<file path="src/rtl/mfmd_pkg.sv">
// shared types, constants and functions for the mfm track deframer
`timescale 1ns / 1ps
`default_nettype none
package mfmd_pkg;

  localparam int MAX_WORDS = 4096;
  localparam int LEN_LIMIT = (MAX_WORDS < 4096) ? MAX_WORDS : 4096;
  localparam int LEN_W     = 13;
  localparam int IDX_W     = 12;
  localparam int CFG_IDX_W = 2;
  localparam int QUEUE_DEPTH = 2;

  localparam logic [31:0]      SYNC_RESET = 32'h8944_8944;
  localparam logic [31:0]      KEY_RESET  = 32'h2294_5567;
  localparam logic [LEN_W-1:0] LEN_RESET  = 13'd3136;
  localparam logic [LEN_W-1:0] LEN_MIN    = 13'd4;
  localparam logic [LEN_W-1:0] LEN_CAP    = LEN_W'(LEN_LIMIT);
  localparam logic [15:0]      DATA_MASK  = 16'h5555;

  // configuration register indexes
  localparam logic [CFG_IDX_W-1:0] REG_SYNC_PATTERN   = 2'd0;
  localparam logic [CFG_IDX_W-1:0] REG_CHECKSUM_KEY   = 2'd1;
  localparam logic [CFG_IDX_W-1:0] REG_WORDS_IN_BLOCK = 2'd2;

  // one completed 32-bit raw group with its classification
  typedef struct packed {
    logic [31:0]      raw;
    logic [IDX_W-1:0] idx;
    logic             last;
    logic             add;
  } group_t;

  function automatic logic [LEN_W-1:0] eff_len(input logic [LEN_W-1:0] w);
    logic [LEN_W-1:0] n;
    n = (w > LEN_CAP) ? LEN_CAP : w;
    n[0] = 1'b0;
    if (n < LEN_MIN) n = LEN_MIN;
    return n;
  endfunction

  // mfm even/odd: clock bits dropped, first half carries the odd data bits
  function automatic logic [15:0] mfm_decode(input logic [31:0] raw);
    return ((raw[31:16] & DATA_MASK) << 1) | (raw[15:0] & DATA_MASK);
  endfunction

endpackage
`default_nettype wire

</file>
<file path="src/rtl/mfmd_queue.sv">
// short queue of raw groups between the front and back parts
`timescale 1ns / 1ps
`default_nettype none
module mfmd_queue (
  input  wire logic             clk,
  input  wire logic             rst,
  input  wire logic             wr_en,
  input  wire mfmd_pkg::group_t wr_data,
  output logic                  full,
  input  wire logic             rd_en,
  output mfmd_pkg::group_t      rd_data,
  output logic                  rd_valid
);

  localparam int PTR_W = (mfmd_pkg::QUEUE_DEPTH > 1) ? $clog2(mfmd_pkg::QUEUE_DEPTH) : 1;
  localparam int CNT_W = $clog2(mfmd_pkg::QUEUE_DEPTH + 1);

  mfmd_pkg::group_t slots [mfmd_pkg::QUEUE_DEPTH];
  logic [PTR_W-1:0] wr_ptr;
  logic [PTR_W-1:0] rd_ptr;
  logic [CNT_W-1:0] count;

  assign full     = (count == CNT_W'(mfmd_pkg::QUEUE_DEPTH));
  assign rd_valid = (count != '0);
  assign rd_data  = slots[rd_ptr];

  always_ff @(posedge clk) begin
    if (wr_en) begin
      slots[wr_ptr] <= wr_data;
    end
  end

  always_ff @(posedge clk) begin
    if (rst) begin
      wr_ptr <= '0;
      rd_ptr <= '0;
      count  <= '0;
    end else begin
      if (wr_en) begin
        wr_ptr <= (wr_ptr == PTR_W'(mfmd_pkg::QUEUE_DEPTH - 1)) ? '0 : wr_ptr + 1'b1;
      end
      if (rd_en) begin
        rd_ptr <= (rd_ptr == PTR_W'(mfmd_pkg::QUEUE_DEPTH - 1)) ? '0 : rd_ptr + 1'b1;
      end
      if (wr_en && !rd_en) begin
        count <= count + 1'b1;
      end else if (rd_en && !wr_en) begin
        count <= count - 1'b1;
      end
    end
  end

endmodule
`default_nettype wire

</file>
<file path="src/rtl/mfmd_front.sv">
// front part: sync hunt, raw group assembly and word classification
`timescale 1ns / 1ps
`default_nettype none
module mfmd_front (
  input  wire logic                          clk,
  input  wire logic                          rst,
  input  wire logic                          bit_valid,
  input  wire logic                          bit_in,
  input  wire logic [31:0]                   sync_pattern,
  input  wire logic [mfmd_pkg::LEN_W-1:0]    words_in_block,
  output logic                               grp_valid,
  output mfmd_pkg::group_t                   grp
);

  logic [31:0]                  sync_window;
  logic [31:0]                  raw_group;
  logic                         in_block;
  logic [4:0]                   bit_position;
  logic [mfmd_pkg::IDX_W-1:0]   word_counter;
  logic [31:0]                  window_next;
  logic [31:0]                  group_next;
  logic [mfmd_pkg::LEN_W-1:0]   n;
  logic                         last;
  logic                         add;

  assign window_next = {sync_window[30:0], bit_in};
  assign group_next  = {raw_group[30:0], bit_in};
  assign n           = mfmd_pkg::eff_len(words_in_block);
  assign last        = ({1'b0, word_counter} >= (n - 1'b1));
  assign add         = word_counter[0] && ({1'b0, word_counter} < (n - 2'd2));

  assign grp_valid = bit_valid && in_block && (bit_position == 5'd31);
  assign grp.raw   = group_next;
  assign grp.idx   = word_counter;
  assign grp.last  = last;
  assign grp.add   = add;

  always_ff @(posedge clk) begin
    if (bit_valid && in_block) begin
      raw_group <= group_next;
    end
  end

  always_ff @(posedge clk) begin
    if (rst) begin
      sync_window  <= '0;
      in_block     <= 1'b0;
      bit_position <= '0;
      word_counter <= '0;
    end else if (bit_valid) begin
      sync_window <= window_next;
      if (!in_block) begin
        if (window_next == sync_pattern) begin
          in_block     <= 1'b1;
          bit_position <= '0;
          word_counter <= '0;
        end
      end else begin
        bit_position <= bit_position + 1'b1;
        if (bit_position == 5'd31) begin
          if (last) begin
            in_block     <= 1'b0;
            word_counter <= '0;
          end else begin
            word_counter <= word_counter + 1'b1;
          end
        end
      end
    end
  end

endmodule
`default_nettype wire

</file>
<file path="src/rtl/mfmd_back.sv">
// back part: mfm decode, checksum accumulation and result register
`timescale 1ns / 1ps
`default_nettype none
module mfmd_back (
  input  wire logic                        clk,
  input  wire logic                        rst,
  input  wire logic                        grp_valid,
  input  wire mfmd_pkg::group_t            grp,
  output logic                             grp_take,
  input  wire logic [31:0]                 checksum_key,
  output logic                             out_valid,
  input  wire logic                        out_take,
  output logic [15:0]                      data_word,
  output logic [mfmd_pkg::IDX_W-1:0]       word_index,
  output logic                             last_word,
  output logic                             checksum_ok
);

  logic [31:0] running_sum;
  logic [15:0] upper_half;
  logic [15:0] word;
  logic [31:0] pair;

  assign word     = mfmd_pkg::mfm_decode(grp.raw);
  assign pair     = {upper_half, word};
  assign grp_take = grp_valid && (!out_valid || out_take);

  always_ff @(posedge clk) begin
    if (grp_take) begin
      data_word   <= word;
      word_index  <= grp.idx;
      last_word   <= grp.last;
      checksum_ok <= grp.last && (pair == running_sum);
      if (!grp.last) begin
        if (!grp.idx[0]) begin
          upper_half <= word;
          // first word of a block restarts the sum
          if (grp.idx == '0) begin
            running_sum <= '0;
          end
        end else if (grp.add) begin
          running_sum <= running_sum + (checksum_key ^ pair);
        end
      end
    end
  end

  always_ff @(posedge clk) begin
    if (rst) begin
      out_valid <= 1'b0;
    end else if (grp_take) begin
      out_valid <= 1'b1;
    end else if (out_take) begin
      out_valid <= 1'b0;
    end
  end

endmodule
`default_nettype wire

</file>
<file path="src/rtl/mfm_track_deframer_checksum.sv">
// top level of the mfm track deframer with additive block checksum
//
// raw flux bits enter one per transaction on raw_bit (push / full). the
// block hunts for sync_pattern in a 32-bit window; after a match every 32
// bits are mfm even/odd decoded into a 16-bit word that leaves on the
// result side (empty / pop) with its index. the last word of a block
// carries last_word and checksum_ok, then hunting resumes.
// input rate is one bit per cycle while full is low; each group passes the
// queue and then the result register, at most one result per 32 input bits.
// the front part and the back part are parted by a two-entry group queue,
// so full only rises when that queue and the result register are both
// held by a stalled receiver; a stalled receiver keeps the result stable.
// configuration (cfg_valid / cfg_ready, cfg_index, cfg_data) is always
// ready and should only be written while the block is idle.
// synchronous reset clears the window, the block state and all queues and
// restores the registers to their default values.
`timescale 1ns / 1ps
`default_nettype none
module mfm_track_deframer_checksum (
  input  wire logic                               clk,
  input  wire logic                               rst,
  input  wire logic                               push,
  output logic                                    full,
  input  wire logic                               raw_bit,
  output logic                                    empty,
  input  wire logic                               pop,
  output logic [15:0]                             data_word,
  output logic [mfmd_pkg::IDX_W-1:0]              word_index,
  output logic                                    last_word,
  output logic                                    checksum_ok,
  input  wire logic                               cfg_valid,
  output logic                                    cfg_ready,
  input  wire logic [mfmd_pkg::CFG_IDX_W-1:0]     cfg_index,
  input  wire logic [31:0]                        cfg_data
);

  logic [31:0]                 sync_pattern;
  logic [31:0]                 checksum_key;
  logic [mfmd_pkg::LEN_W-1:0]  words_in_block;
  logic                        bit_valid;
  logic                        f_valid;
  mfmd_pkg::group_t            f_grp;
  logic                        q_full;
  logic                        q_valid;
  mfmd_pkg::group_t            q_grp;
  logic                        q_take;
  logic                        out_valid;
  logic                        out_take;

  assign cfg_ready = 1'b1;
  assign full      = q_full;
  assign bit_valid = push && !q_full;
  assign empty     = !out_valid;
  assign out_take  = pop && out_valid;

  always_ff @(posedge clk) begin
    if (rst) begin
      sync_pattern   <= mfmd_pkg::SYNC_RESET;
      checksum_key   <= mfmd_pkg::KEY_RESET;
      words_in_block <= mfmd_pkg::LEN_RESET;
    end else if (cfg_valid && cfg_ready) begin
      unique case (cfg_index)
        mfmd_pkg::REG_SYNC_PATTERN:   sync_pattern   <= cfg_data;
        mfmd_pkg::REG_CHECKSUM_KEY:   checksum_key   <= cfg_data;
        mfmd_pkg::REG_WORDS_IN_BLOCK: words_in_block <= cfg_data[mfmd_pkg::LEN_W-1:0];
        default: ;
      endcase
    end
  end

  mfmd_front u_front (
    .clk            (clk),
    .rst            (rst),
    .bit_valid      (bit_valid),
    .bit_in         (raw_bit),
    .sync_pattern   (sync_pattern),
    .words_in_block (words_in_block),
    .grp_valid      (f_valid),
    .grp            (f_grp)
  );

  mfmd_queue u_queue (
    .clk      (clk),
    .rst      (rst),
    .wr_en    (f_valid),
    .wr_data  (f_grp),
    .full     (q_full),
    .rd_en    (q_take),
    .rd_data  (q_grp),
    .rd_valid (q_valid)
  );

  mfmd_back u_back (
    .clk          (clk),
    .rst          (rst),
    .grp_valid    (q_valid),
    .grp          (q_grp),
    .grp_take     (q_take),
    .checksum_key (checksum_key),
    .out_valid    (out_valid),
    .out_take     (out_take),
    .data_word    (data_word),
    .word_index   (word_index),
    .last_word    (last_word),
    .checksum_ok  (checksum_ok)
  );

endmodule
`default_nettype wire

</file>
<file path="config.mk">
export PLATFORM = sky130hd
export DESIGN_NAME = mfm_track_deframer_checksum
export DESIGN_NICKNAME = d
export VERILOG_FILES = /design/src/rtl/mfmd_pkg.sv /design/src/rtl/mfmd_queue.sv /design/src/rtl/mfmd_front.sv /design/src/rtl/mfmd_back.sv /design/src/rtl/mfm_track_deframer_checksum.sv
export SDC_FILE = /design/constraint.sdc
export NUM_CORES = 1
export LEC_CHECK = 0
export BUFFER_PORTS_ARGS = -buffer_cell sky130_fd_sc_hd__clkbuf_2
export CORE_MARGIN = 2
export CORE_UTILIZATION = 30
export DETAILED_ROUTE_END_ITERATION = 8
export MAX_ROUTING_LAYER = met4
export PLACE_DENSITY = 0.42
export SLEW_MARGIN = 20
export SYNTH_ARGS = -nofsm -noshare
export SYNTH_HDL_FRONTEND = slang
export SYNTH_HIERARCHICAL = 1
export SYNTH_SLANG_ARGS = --single-unit
export TNS_END_PERCENT = 100
</file>
<file path="constraint.sdc">
create_clock -name clk -period 5.1 [get_ports clk]
set_input_delay 1.02 -clock clk [delete_from_list [all_inputs] [get_ports clk]]
set_output_delay 1.02 -clock clk [all_outputs]
set_load 0.01 [all_outputs]
</file>
## Word-level counts from Yosys, hierarchy flattened

Memories as Yosys holds them, arrays and structs flattened. A register that Yosys moved wholly into a read port is not among the register bits.
Cells that the tools add are included.

| storage, ports and cells | value |
|---|---|
| memories | 1 |
| memory bits (writable) | 92 |
| output and inout port bits | 33 |
| logic and storage cells | 97 |
| input bits | 40 |
| bits in registers | 240 |

| operators by class | value |
|---|---|
| add/sub/neg operators | 9 |
| bitwise logic cells | 4 |
| multiplexer cells | 25 |
| order comparisons | 4 |
| equality and inequality tests | 8 |
| reductions and logical operators | 28 |

Memories:

| memory | words | width | read ports | clocked after Yosys merged registers in | wr ports | RTL line | RTL |
|---|---|---|---|---|---|---|---|
| u_queue.slots | 2 | 46 | 1 | 1 | 1 | mfmd_queue.sv:18 | `mfmd_pkg::group_t slots [mfmd_pkg::QUEUE_DEPTH];` |

Operators by type and width:

| kind | number |
|---|---|
| $mux W32 | 3 |
| $eq A32 B32 Y1 | 2 |
| $mux W12 | 4 |
| $add A32 B32 Y32 | 1 |
| $xor A32 B32 Y32 | 1 |
| $mux W13 | 2 |
| $or A16 B15 Y16 | 1 |
| $ge A12 B13 Y1 | 1 |
| $gt A13 B13 Y1 const B | 1 |
| $lt A12 B13 Y1 | 1 |
| $lt A13 B3 Y1 const B | 1 |
| $sub A13 B1 Y13 const B | 1 |
| $sub A13 B2 Y13 const B | 1 |
| $add A12 B1 Y12 const B | 1 |
| $logic_not A12 Y1 | 1 |
| $mux W1 | 12 |
| $mux W5 | 2 |
| $reduce_bool A2 Y1 | 5 |
| $logic_and A1 B1 Y1 | 9 |
| $reduce_and A2 Y1 | 4 |
| $reduce_and A3 Y1 | 2 |
| $add A5 B1 Y5 const B | 1 |
| $eq A5 B5 Y1 const B | 1 |
| $eq A2 B2 Y1 const B | 2 |
| other kinds (11) | 18 |

## Longest topological paths before layout

Gate-level depths: netlist (run 1).

| logic depth | value |
|---|---|
| depth after elaboration | 9 |
| depth in mapped cells | 18 |
| gate-level depth less buffers | 15 |

## Hierarchy

The synthesis (run 1) kept the hierarchy.

By module, submodules not included:

| module | instances | seq. area each (µm²) | area an instance (µm²) | cells an instance |
|---|---|---|---|---|
| mfmd_back | 1 | 2,362.3 | 5,072.4 | 449 |
| mfmd_front | 1 | 1,911.8 | 3,897.5 | 366 |
| mfmd_queue | 1 | 2,862.7 | 3,543.4 | 165 |
| mfm_track_deframer_checksum | 1 | 1,541.5 | 3,225.6 | 315 |

## Worst setup path before layout (run 1)

No wires, ideal clock.

| timing path | value |
|---|---|
| path type | input to register |
| from | input port push |
| to | memory u_queue/slots[0][0] in the netlist's numbering (enable) |
| buffers on the path | 2 |
| library setup time | 455 ps |
| stages on the path | 5 |
| path slack | 775 ps |
| arrival time | 3,870 ps |
| data required time | 4,645 ps |
| cell sequence | nor2b_1 -> clkbuf_1 -> and3_1 -> clkbuf_1 -> nor2b_1 |

| between the ends | value |
|---|---|
| word-level cells in the longest chain between the ends | 5 |

Ends and longest elaborated chain:

| item | RTL line | RTL |
|---|---|---|
| start, declared | mfm_track_deframer_checksum.sv:22 | `input wire logic push,` |
| $logic_and A1 B1 Y1 | mfm_track_deframer_checksum.sv:52 | `assign bit_valid = push && !q_full;` |
| $logic_and A1 B1 Y1 (2 in a row) | mfmd_front.sv:32 | `assign grp_valid = bit_valid && in_block && (bit_position == 5'd31);` |
| named net f_valid | mfm_track_deframer_checksum.sv:41 | `logic f_valid;` |
| $mux W1 | mfmd_queue.sv:28 | `if (wr_en) begin` |
| $mux W1 (implied by the code) | mfmd_queue.sv:29 | `slots[wr_ptr] <= wr_data;` |
| end, declared | mfmd_queue.sv:18 |  |

The timed path passes the listed nets, and every way through them passes these cells.

## Final worst setup path (run 1)

| timing path | value |
|---|---|
| from | register words_in_block[4] in the netlist's numbering |
| to | register u_front/word_counter[11] in the netlist's numbering |

| between the ends | value |
|---|---|
| word-level cells in the longest chain between the ends | 9 |

Ends and longest elaborated chain:

| item | RTL line | RTL |
|---|---|---|
| start, declared | mfm_track_deframer_checksum.sv:39 | `logic [mfmd_pkg::LEN_W-1:0] words_in_block;` |
| start signal, assigned | mfm_track_deframer_checksum.sv:60 | `words_in_block <= mfmd_pkg::LEN_RESET;` |
| start signal, assigned | mfm_track_deframer_checksum.sv:65 | `mfmd_pkg::REG_WORDS_IN_BLOCK: words_in_block <= cfg_data[mfmd_pkg::LEN_W-1:0];` |
| $gt A13 B13 Y1 | mfmd_pkg.sv:35 | `n = (w > LEN_CAP) ? LEN_CAP : w;` |
| $mux W13 * | mfmd_pkg.sv:35 |  |
| $lt A13 B3 Y1 | mfmd_pkg.sv:37 | `if (n < LEN_MIN) n = LEN_MIN;` |
| $mux W13 * | mfmd_pkg.sv:37 |  |
| $sub A13 B1 Y13 * | mfmd_front.sv:29 | `assign last = ({1'b0, word_counter} >= (n - 1'b1));` |
| $ge A12 B13 Y1 * | mfmd_front.sv:29 |  |
| $mux W12 * | mfmd_front.sv:61 | `if (last) begin` |
| $mux W12 * | mfmd_front.sv:60 | `if (bit_position == 5'd31) begin` |
| $mux W12 * | mfmd_front.sv:52 | `if (!in_block) begin` |
| end signal, assigned | mfmd_front.sv:65 | `word_counter <= word_counter + 1'b1;` |
| end, declared | mfmd_front.sv:19 | `logic [mfmd_pkg::IDX_W-1:0] word_counter;` |

Every way passes the cells marked *; elsewhere a longest branch is shown, timed or not. The select of a mux whose other input is x is not followed.
A chain may end at the register's enable or synchronous reset.

==> results of run 1 <==
-- where the power goes --
group / switching, mW / internal, mW
registers: 0.0243 / 2.55
logic: 0.145 / 0.108
clock network: 1.02 / 1.53
-- final timing paths --
check	start	to	cells after the start
hold / removal	u_front/raw_group[22]$_DFFE_PP_	u_front/raw_group[23]$_DFFE_PP_	0
setup reg to reg	words_in_block[4]$_SDFFE_PP0P_	u_front/word_counter[11]$_SDFFE_PP0P_	16
setup / recovery	words_in_block[4]$_SDFFE_PP0P_	u_front/word_counter[11]$_SDFFE_PP0P_	16
hold reg to reg	u_front/raw_group[22]$_DFFE_PP_	u_front/raw_group[23]$_DFFE_PP_	0
-- routing by layer --
metal | wire, µm | GRT usage | vias up
met4 | 809 | 0.0412 | 0
met2 | 16600 | 0.229 | 153
met5 | 0 | - | -
li1 | - | - | 4631
met3 | 1250 | 0.0276 | 44
met1 | 18700 | 0.216 | 4529
-- flip-flops by register name, indices dropped and copies added, names as in the netlist, 2 cells and up, named ones only --
| register | count |
|---|---|
| u_queue/count | 2 |
| u_back/word_index | 12 |
| u_back/running_sum | 32 |
| words_in_block | 13 |
| u_queue/slots | 60 |
| u_back/data_word | 16 |
| u_front/raw_group | 30 |
| u_back/upper_half | 16 |
| u_front/sync_window | 31 |
| u_front/bit_position | 5 |
| sync_pattern | 32 |
| u_front/word_counter | 12 |
| checksum_key | 32 |
-- final cells by class --
type / instances / share of cell area
multi-input cells: 875 / 0.390
clock inverters: 13 / 0.00592
flip-flops and latches: 300 / 0.461
well taps: 615 / 0.0461
clock buffers: 52 / 0.0650
repair buffers: 85 / 0.0285
inverters: 17 / 0.00382
-- placed cells by master (no fill, tap or decap), types with 5 or more instances in the layout --
cell,n
a211oi_1,5
clkbuf_8,6
nor2b_1,5
o21ai_0,18
buf_4,14
nand3b_1,5
xor2_1,64
a21oi_1,34
and3_1,11
clkinv_2,7
dfxtp_1,132
mux2i_1,110
mux2_2,32
and2_1,5
nand4_1,20
clkbuf_2,70
a21o_1,22
or2_2,5
clkbuf_1,7
nand3_1,20
a21o_2,6
xnor2_1,59
or3_1,5
a211o_1,6
o31ai_1,6
edfxtp_1,168
nor3_1,17
nand2b_1,86
clkbuf_16,39
a211oi_2,5
nor2_1,137
or4_1,5
o21a_1,9
inv_1,16
nand2_1,39
ha_1,51
nor4_1,10
-- through the flow --
step | setup WS [ps] | instances | hold WS (ps) | instance area (µm²)
final | 840 | 1957 | 413 | 16700
after detailed placement | 847 | 1892 | 405 | 15500
after global routing | 453 | 1957 | 424 | 16700
after floorplan | 998 | 1246 | 400 | 14600
after CTS | 840 | 1957 | 416 | 16700
after global placement | 1020 | 1892 | 401 | 15500
==> metrics.txt, run 1 <==
GRT Resource Usage Total 0.154; final-report hold violation count 0; total power 5.38 mW; critical-path cell list or4_1, nor4b_1, nand2b_1, nand3_1, ha_1, a21boi_0, o22ai_1, a21o_1, ha_1, nand4_1, nor2_1, o21ai_0, nor4bb_1, buf_4, and3_1, a211o_2; Worst Path Arrival 4680 ps; f_max 0.235 GHz; post-route ant nets 0; Worst-Margin Slew 989 ps; syn_nets 1338; clk sinks 300; fin crit share 0.835; number of global-route vias before repair 9139; reg2reg setup slack 840 ps; initial antenna violation count 1; Buf/Inv on CP 1; final wirelength 37300 µm; startpoint types register; CP Capture Type register; Hold-fix buffers, CTS 0; DIE HEIGHT 224 µm; row count 80; largest net degree at the start of global routing 128; # IOs 73; fill count 4770; Seq. cell area 7690 µm²; number of vias per cell 4.78; WL/cell 19.1 µm; # Post-CTS Setup Buffers 0; syn avg cell area 11.7 µm²; crit path max fanout 11; CTS max path bufs 3; share of cells above drive strength 1 0.162; Final nets 1407; relative slew slack 0.339; cell mode on critical path ha_1; status completed; CP Class register to register; DRT iter0 DRCs 527; clock root cell clkbuf_16; delay of the slowest cell on the worst path 650 ps; Max Cap Viol 0; CTS tree done; Max VDD drop 0.000178 V; via count 9357; Setup violations, final 0; Core Area 47800 µm²; area of the multi-input gates 6510 µm²; worst path required time 5520 ps; final setup TNS 0 ps; clk_lat worst skew 540 ps; Final Util 0.349; Leakage 6.58 nW; minimum clock period 4260 ps; Buffers on Ports 71; Final Max Slew Viols 0; slowest cell on the critical path or4_1; Clock transition at path regs 60 ps; TritonCTS buffer count 36; RD Place Congestion 0.829; Post-Syn Instances 1246; first-pass GRT wire length 56700 µm; die area 50300 µm²; Die Wd 224 µm; Clock Skews 7.60 ps; Hold Path Class register to register; area growth from synthesis to layout 14.6%; Post-DP HPWL 26900 µm; Ant. Diodes 0; RSZ-0062 raised after global routing false; Post-Syn Area 14600 µm²; Yosys warnings 6; total congestion overflow 0; H-tree depth 2; Post-route DRC 0; crit-path leading delay family simple AND/OR/NAND/NOR gates; post_cts resized 0; Power Dens Cells 322 nW/µm²; initial core utilization 0.304; DRT Pass-1 Iters 5
No activity file was read; power rests on OpenSTA's default activity.
==> run 2: changes to the inputs <==
--- a/config.mk
+++ b/config.mk
@@ -10,7 +10,7 @@
 export CORE_UTILIZATION = 30
 export DETAILED_ROUTE_END_ITERATION = 8
 export MAX_ROUTING_LAYER = met4
-export PLACE_DENSITY = 0.42
+export PLACE_DENSITY = 0.43
 export SLEW_MARGIN = 20
 export SYNTH_ARGS = -nofsm -noshare
 export SYNTH_HDL_FRONTEND = slang
==> constraint.sdc (replaced) <==
create_clock -name clk -period 3.65 [get_ports clk]
set_input_delay 0.73 -clock clk [delete_from_list [all_inputs] [get_ports clk]]
set_output_delay 0.73 -clock clk [all_outputs]
set_load 0.01 [all_outputs]
==> metrics.txt, run 2 (synthesized netlist as in run 1, its figures left out) <==
crit path launch words_in_block[5]$_SDFFE_PP0P_; Die Wd 224 µm; clock root cell clkbuf_16; CP Class register to register; Worst Path Arrival 4050 ps; startpoint types register; Seq. cell area 7690 µm²; Worst-Margin Slew 887 ps; status completed; TritonCTS buffer count 37; Worst Reg-to-Reg Cells 13; register bank with the most flops u_queue/slots; largest net degree at the start of global routing 83; area growth from synthesis to layout 17.3%; minimum clock period 3560 ps; # IOs 73; max FFs per register 60; first-pass GRT wire length 57200 µm; Clock transition at path regs 50 ps; f_max 0.281 GHz; fin area 17100 µm²; internal power 5.94 mW; reg2reg start words_in_block[5]$_SDFFE_PP0P_; fill count 4800; highest metal used met4; worst setup path endpoint u_front/word_counter[4]$_SDFFE_PP0P_; Buffers on Ports 71; Post-route DRC 0; Placed Cells incl. Taps 1920; CTS tree done; routed length on met2 16900 µm; Sequential Power Share 0.473; Leakage 6.75 nW; fin crit share 0.974; crit path max fanout 6; Core Area 47800 µm²; Post-DP HPWL 27600 µm; most frequent cells in the layout edfxtp_1 (168), nor2_1 (136), dfxtp_1 (131); non-filler instance count after layout 1989; DRT Pass-1 Iters 4; Power Dens Cells 445 nW/µm²; Setup violations, final 0; RD Place Congestion 0.794; number of vias per cell 4.73; CP Capture Type register; die area 50300 µm²; CTS max path bufs 3; metal3 WL 1380 µm; relative slew slack 0.407; RR Endpoint u_front/word_counter[4]$_SDFFE_PP0P_; area of the multi-input gates 6620 µm²; GRT Resource Usage Total 0.155; Psw 1.67 mW; worst path required time 4140 ps; post-route ant nets 0; Final Max Slew Viols 0; area of placed instances 15800 µm²; final-report hold violation count 0; Max Cap Viol 0; commonest non-fill, non-tap cell in the layout edfxtp_1; initial antenna violation count 0; Final nets 1439; total congestion overflow 0; clk sinks 300; number of global-route vias before repair 9355; Post-Route M1 WL 18800 µm; Gate power share 0.049; reg2reg setup slack 90 ps; RSZ-0062 raised after global routing true; WL/cell 19.0 µm; via count 9402; Switching Fraction 0.219; Final Util 0.357; final wirelength 37800 µm; initial core utilization 0.304; Max VDD drop 0.000240 V; DIE HEIGHT 224 µm; Clock Skews 19.0 ps; H-tree depth 2; row count 80; clk_lat worst skew 550 ps; WHS 417 ps; Clock Power Share 0.479; Hold Path Class register to register; share of cells above drive strength 1 0.193; Ant. Diodes 0; DRT iter0 DRCs 457
## run 2: layout make-up
| cell class | instances | area share |
|---|---|---|
| flip-flops and latches | 300 | 0.450 |
| multi-input cells | 875 | 0.388 |
| clock buffers | 56 | 0.0643 |
| well taps | 615 | 0.0450 |
| repair buffers | 116 | 0.0429 |
| clock inverters | 10 | 0.00637 |
| inverters | 17 | 0.00374 |
## run 2: per-stage QoR
stage	TNS, ps	setup slack (ps)	power (mW)
2_1_floorplan	-28.3	-28.3	3.92
3_3_place_gp	0	22.9	4.04
3_5_place_dp	-105	-28.0	4.04
4_1_cts	0	21.8	7.73
5_1_grt	-392	-85.8	7.90
6_report	0	95.0	7.61
## run 2: worst min-delay path by stage
stage                               startpoint                         endpoint  slack (ps)  cells past startpoint
3_5_place_dp   u_front/raw_group[12]$_DFFE_PP_  u_front/raw_group[13]$_DFFE_PP_         400                      0
4_1_cts        u_front/raw_group[24]$_DFFE_PP_  u_front/raw_group[25]$_DFFE_PP_         420                      0
6_report       u_front/raw_group[24]$_DFFE_PP_  u_front/raw_group[25]$_DFFE_PP_         420                      0
5_1_grt        u_front/raw_group[24]$_DFFE_PP_  u_front/raw_group[25]$_DFFE_PP_         430                      0
3_3_place_gp    u_front/raw_group[0]$_DFFE_PP_   u_front/raw_group[1]$_DFFE_PP_         400                      0
2_1_floorplan  u_front/raw_group[10]$_DFFE_PP_  u_front/raw_group[11]$_DFFE_PP_         400                      0
## run 2: power groups by stage
stage,clock (mW),sequential (mW),combinational (mW)
final,3.64,3.60,0.371
after global placement,0,3.67,0.368
after detailed placement,0,3.67,0.369
after CTS,3.77,3.60,0.372
after global routing,3.89,3.60,0.410
after floorplan,0,3.65,0.262
## run 2: timing repair
item                       CTS  global route
gates resized for setup      3            21
hold buffers                 0             0
hold endpoints to repair     0             0
setup endpoints to repair    5            15
pin swaps                    1            13
buffers inserted             1             1
cloned                       0             1
## run 2: critical path, cell delays in order (launching register included)
cell,delay (ps)
dfxtp_2,310
or4_4,550
buf_4,180
or3_1,380
or4b_1,490
o21ai_0,110
ha_1,310
nand4_1,110
and3_4,200
nand2_2,80
nor4bb_4,310
buf_4,200
and3_4,170
a221o_2,90
## run 2: per-layer routing
| layer | vias up | global-route usage |
|---|---|---|
| met3 | 50 | 0.0259 |
| li1 | 4698 | - |
| met1 | 4533 | 0.216 |
| met5 | - | - |
| met2 | 121 | 0.236 |
| met4 | 0 | 0.0367 |
==> run 3: changes to the inputs <==
--- a/config.mk
+++ b/config.mk
@@ -5,7 +5,8 @@
 export SDC_FILE = /design/constraint.sdc
 export NUM_CORES = 1
 export LEC_CHECK = 0
-export BUFFER_PORTS_ARGS = -buffer_cell sky130_fd_sc_hd__clkbuf_2
+export BUFFER_PORTS_ARGS = -buffer_cell sky130_fd_sc_hd__buf_2
+export CAP_MARGIN = 0
 export CORE_MARGIN = 2
 export CORE_UTILIZATION = 30
 export DETAILED_ROUTE_END_ITERATION = 8
==> metrics.txt, run 3 (synthesized netlist as in run 1, its figures left out) <==
CTS tree done; clock root cell clkbuf_16; critical-path cell list or4_4, nor4b_4, nand2b_1, nand3_2, ha_4, a21boi_2, o22ai_1, a21o_1, ha_4, nand3_2, a211o_1, nand2_4, nor4bb_4, buf_4, and3_4, a221o_2; number of vias per cell 4.77; DRT Pass-1 Iters 5; fill count 4747; area of the multi-input gates 6650 µm²; row count 80; Post-DP HPWL 27600 µm; total power 7.86 mW; CP Capture Type register; Max Cap Viol 0; # IOs 73; Buffers on Ports 71; Final Max Slew Viols 0; die area 50300 µm²; delay of the slowest cell on the worst path 550 ps; DRT iter0 DRCs 511; DIE HEIGHT 224 µm; via count 9505; max FFs per register 60; register bank with the most flops u_queue/slots; post-place setup slack -33.4 ps; H-tree depth 2; initial core utilization 0.304; post-route ant nets 0; Clock Skews 20.1 ps; clk_lat worst skew 560 ps; fin crit share 0.981; Core Area 47800 µm²; CP Class register to register; startpoint types register; CTS max path bufs 3; Worst-Margin Slew 880 ps; total congestion overflow 0; number of global-route vias before repair 9371; most frequent cells in the layout edfxtp_1 (168), nor2_1 (136), dfxtp_1 (131); largest net degree at the start of global routing 81; RD Place Congestion 0.799; Final nets 1440; GRT Resource Usage Total 0.156; final wirelength 38100 µm; share of cells above drive strength 1 0.198; Worst Slack Setup Final 70.9 ps; crit-path leading delay family simple AND/OR/NAND/NOR gates; area growth from synthesis to layout 18.2%; crit path max fanout 5; worst path required time 4090 ps; Leakage 6.80 nW; Final Util 0.360; Max VDD drop 0.000278 V; Die Wd 224 µm; Post-route DRC 0; Clock transition at path regs 60 ps; status completed; Hold-fix buffers, CTS 0; commonest non-fill, non-tap cell in the layout edfxtp_1; relative slew slack 0.411; RSZ-0062 raised after global routing true; Buf/Inv on CP 1; Hold Path Class register to register; final-report hold violation count 0; Worst Path Arrival 4020 ps; clk sinks 300; slowest cell on the critical path or4_4; Power Dens Cells 456 nW/µm²; Setup violations, final 0; Seq. cell area 7690 µm²; first-pass GRT wire length 57700 µm; Ant. Diodes 0; minimum clock period 3580 ps; initial antenna violation count 1; TritonCTS buffer count 37; f_max 0.279 GHz; WL/cell 19.1 µm
[run 3: cell count changes in the layout (fill, tap and decap cells not counted), moves of 3 or more]
cell,previous run,this run
clkinv_2,1,5
buf_2,0,70
clkbuf_2,70,0
clkinv_1,5,2
[run 3: what timing repair did]
| action | 4_1_cts | 5_1_grt |
|---|---|---|
| pin swaps | 1 | 17 |
| gates cloned | 0 | 1 |
| resized for setup | 3 | 26 |
| endpoints found under the setup margin | 8 | 14 |
| buffers inserted | 1 | 2 |
[run 3: worst paths after layout]
path / start / depth (start not counted) / endpoint / slack [ps]
setup / recovery: words_in_block[5]$_SDFFE_PP0P_ / 16 / u_front/word_counter[4]$_SDFFE_PP0P_ / 70
hold / removal: u_front/raw_group[0]$_DFFE_PP_ / 0 / u_front/raw_group[1]$_DFFE_PP_ / 410
setup reg to reg: words_in_block[5]$_SDFFE_PP0P_ / 16 / u_front/word_counter[4]$_SDFFE_PP0P_ / 70
hold reg to reg: u_front/raw_group[0]$_DFFE_PP_ / 0 / u_front/raw_group[1]$_DFFE_PP_ / 410
[run 3: layout make-up]
type / count / area share
timing repair buffer: 117 / 0.0432
clock inverter: 16 / 0.0140
multi-input combinational: 875 / 0.386
inverter: 17 / 0.00371
tap: 615 / 0.0447
clock buffer: 52 / 0.0618
sequential: 300 / 0.447
[run 3: report_power, final]
group	total (mW)	switching, mW	leakage, nW	internal (mW)
combinational	0.375	0.214	3.45	0.161
sequential	3.60	0.0319	2.72	3.56
clock	3.89	1.54	0.635	2.35
[run 3: layer usage]
| layer | up-vias | track usage | part of all wire |
|---|---|---|---|
| li1 | 4693 | - | - |
| met1 | 4622 | 0.217 | 0.50 |
| met2 | 145 | 0.236 | 0.45 |
| met3 | 45 | 0.0293 | 0.037 |
| met4 | 0 | 0.0363 | 0.016 |
| met5 | - | - | 0 |
[run 3: through the flow]
step	hold WS [ps]	instance area, µm²	instances	setup TNS (ps)
after floorplan	400	14600	1246	-28.3
after global placement	403	15800	1920	0
after detailed placement	405	15800	1920	-126
after CTS	408	17100	1989	0
after global routing	414	17200	1992	-217
final	413	17200	1992	0
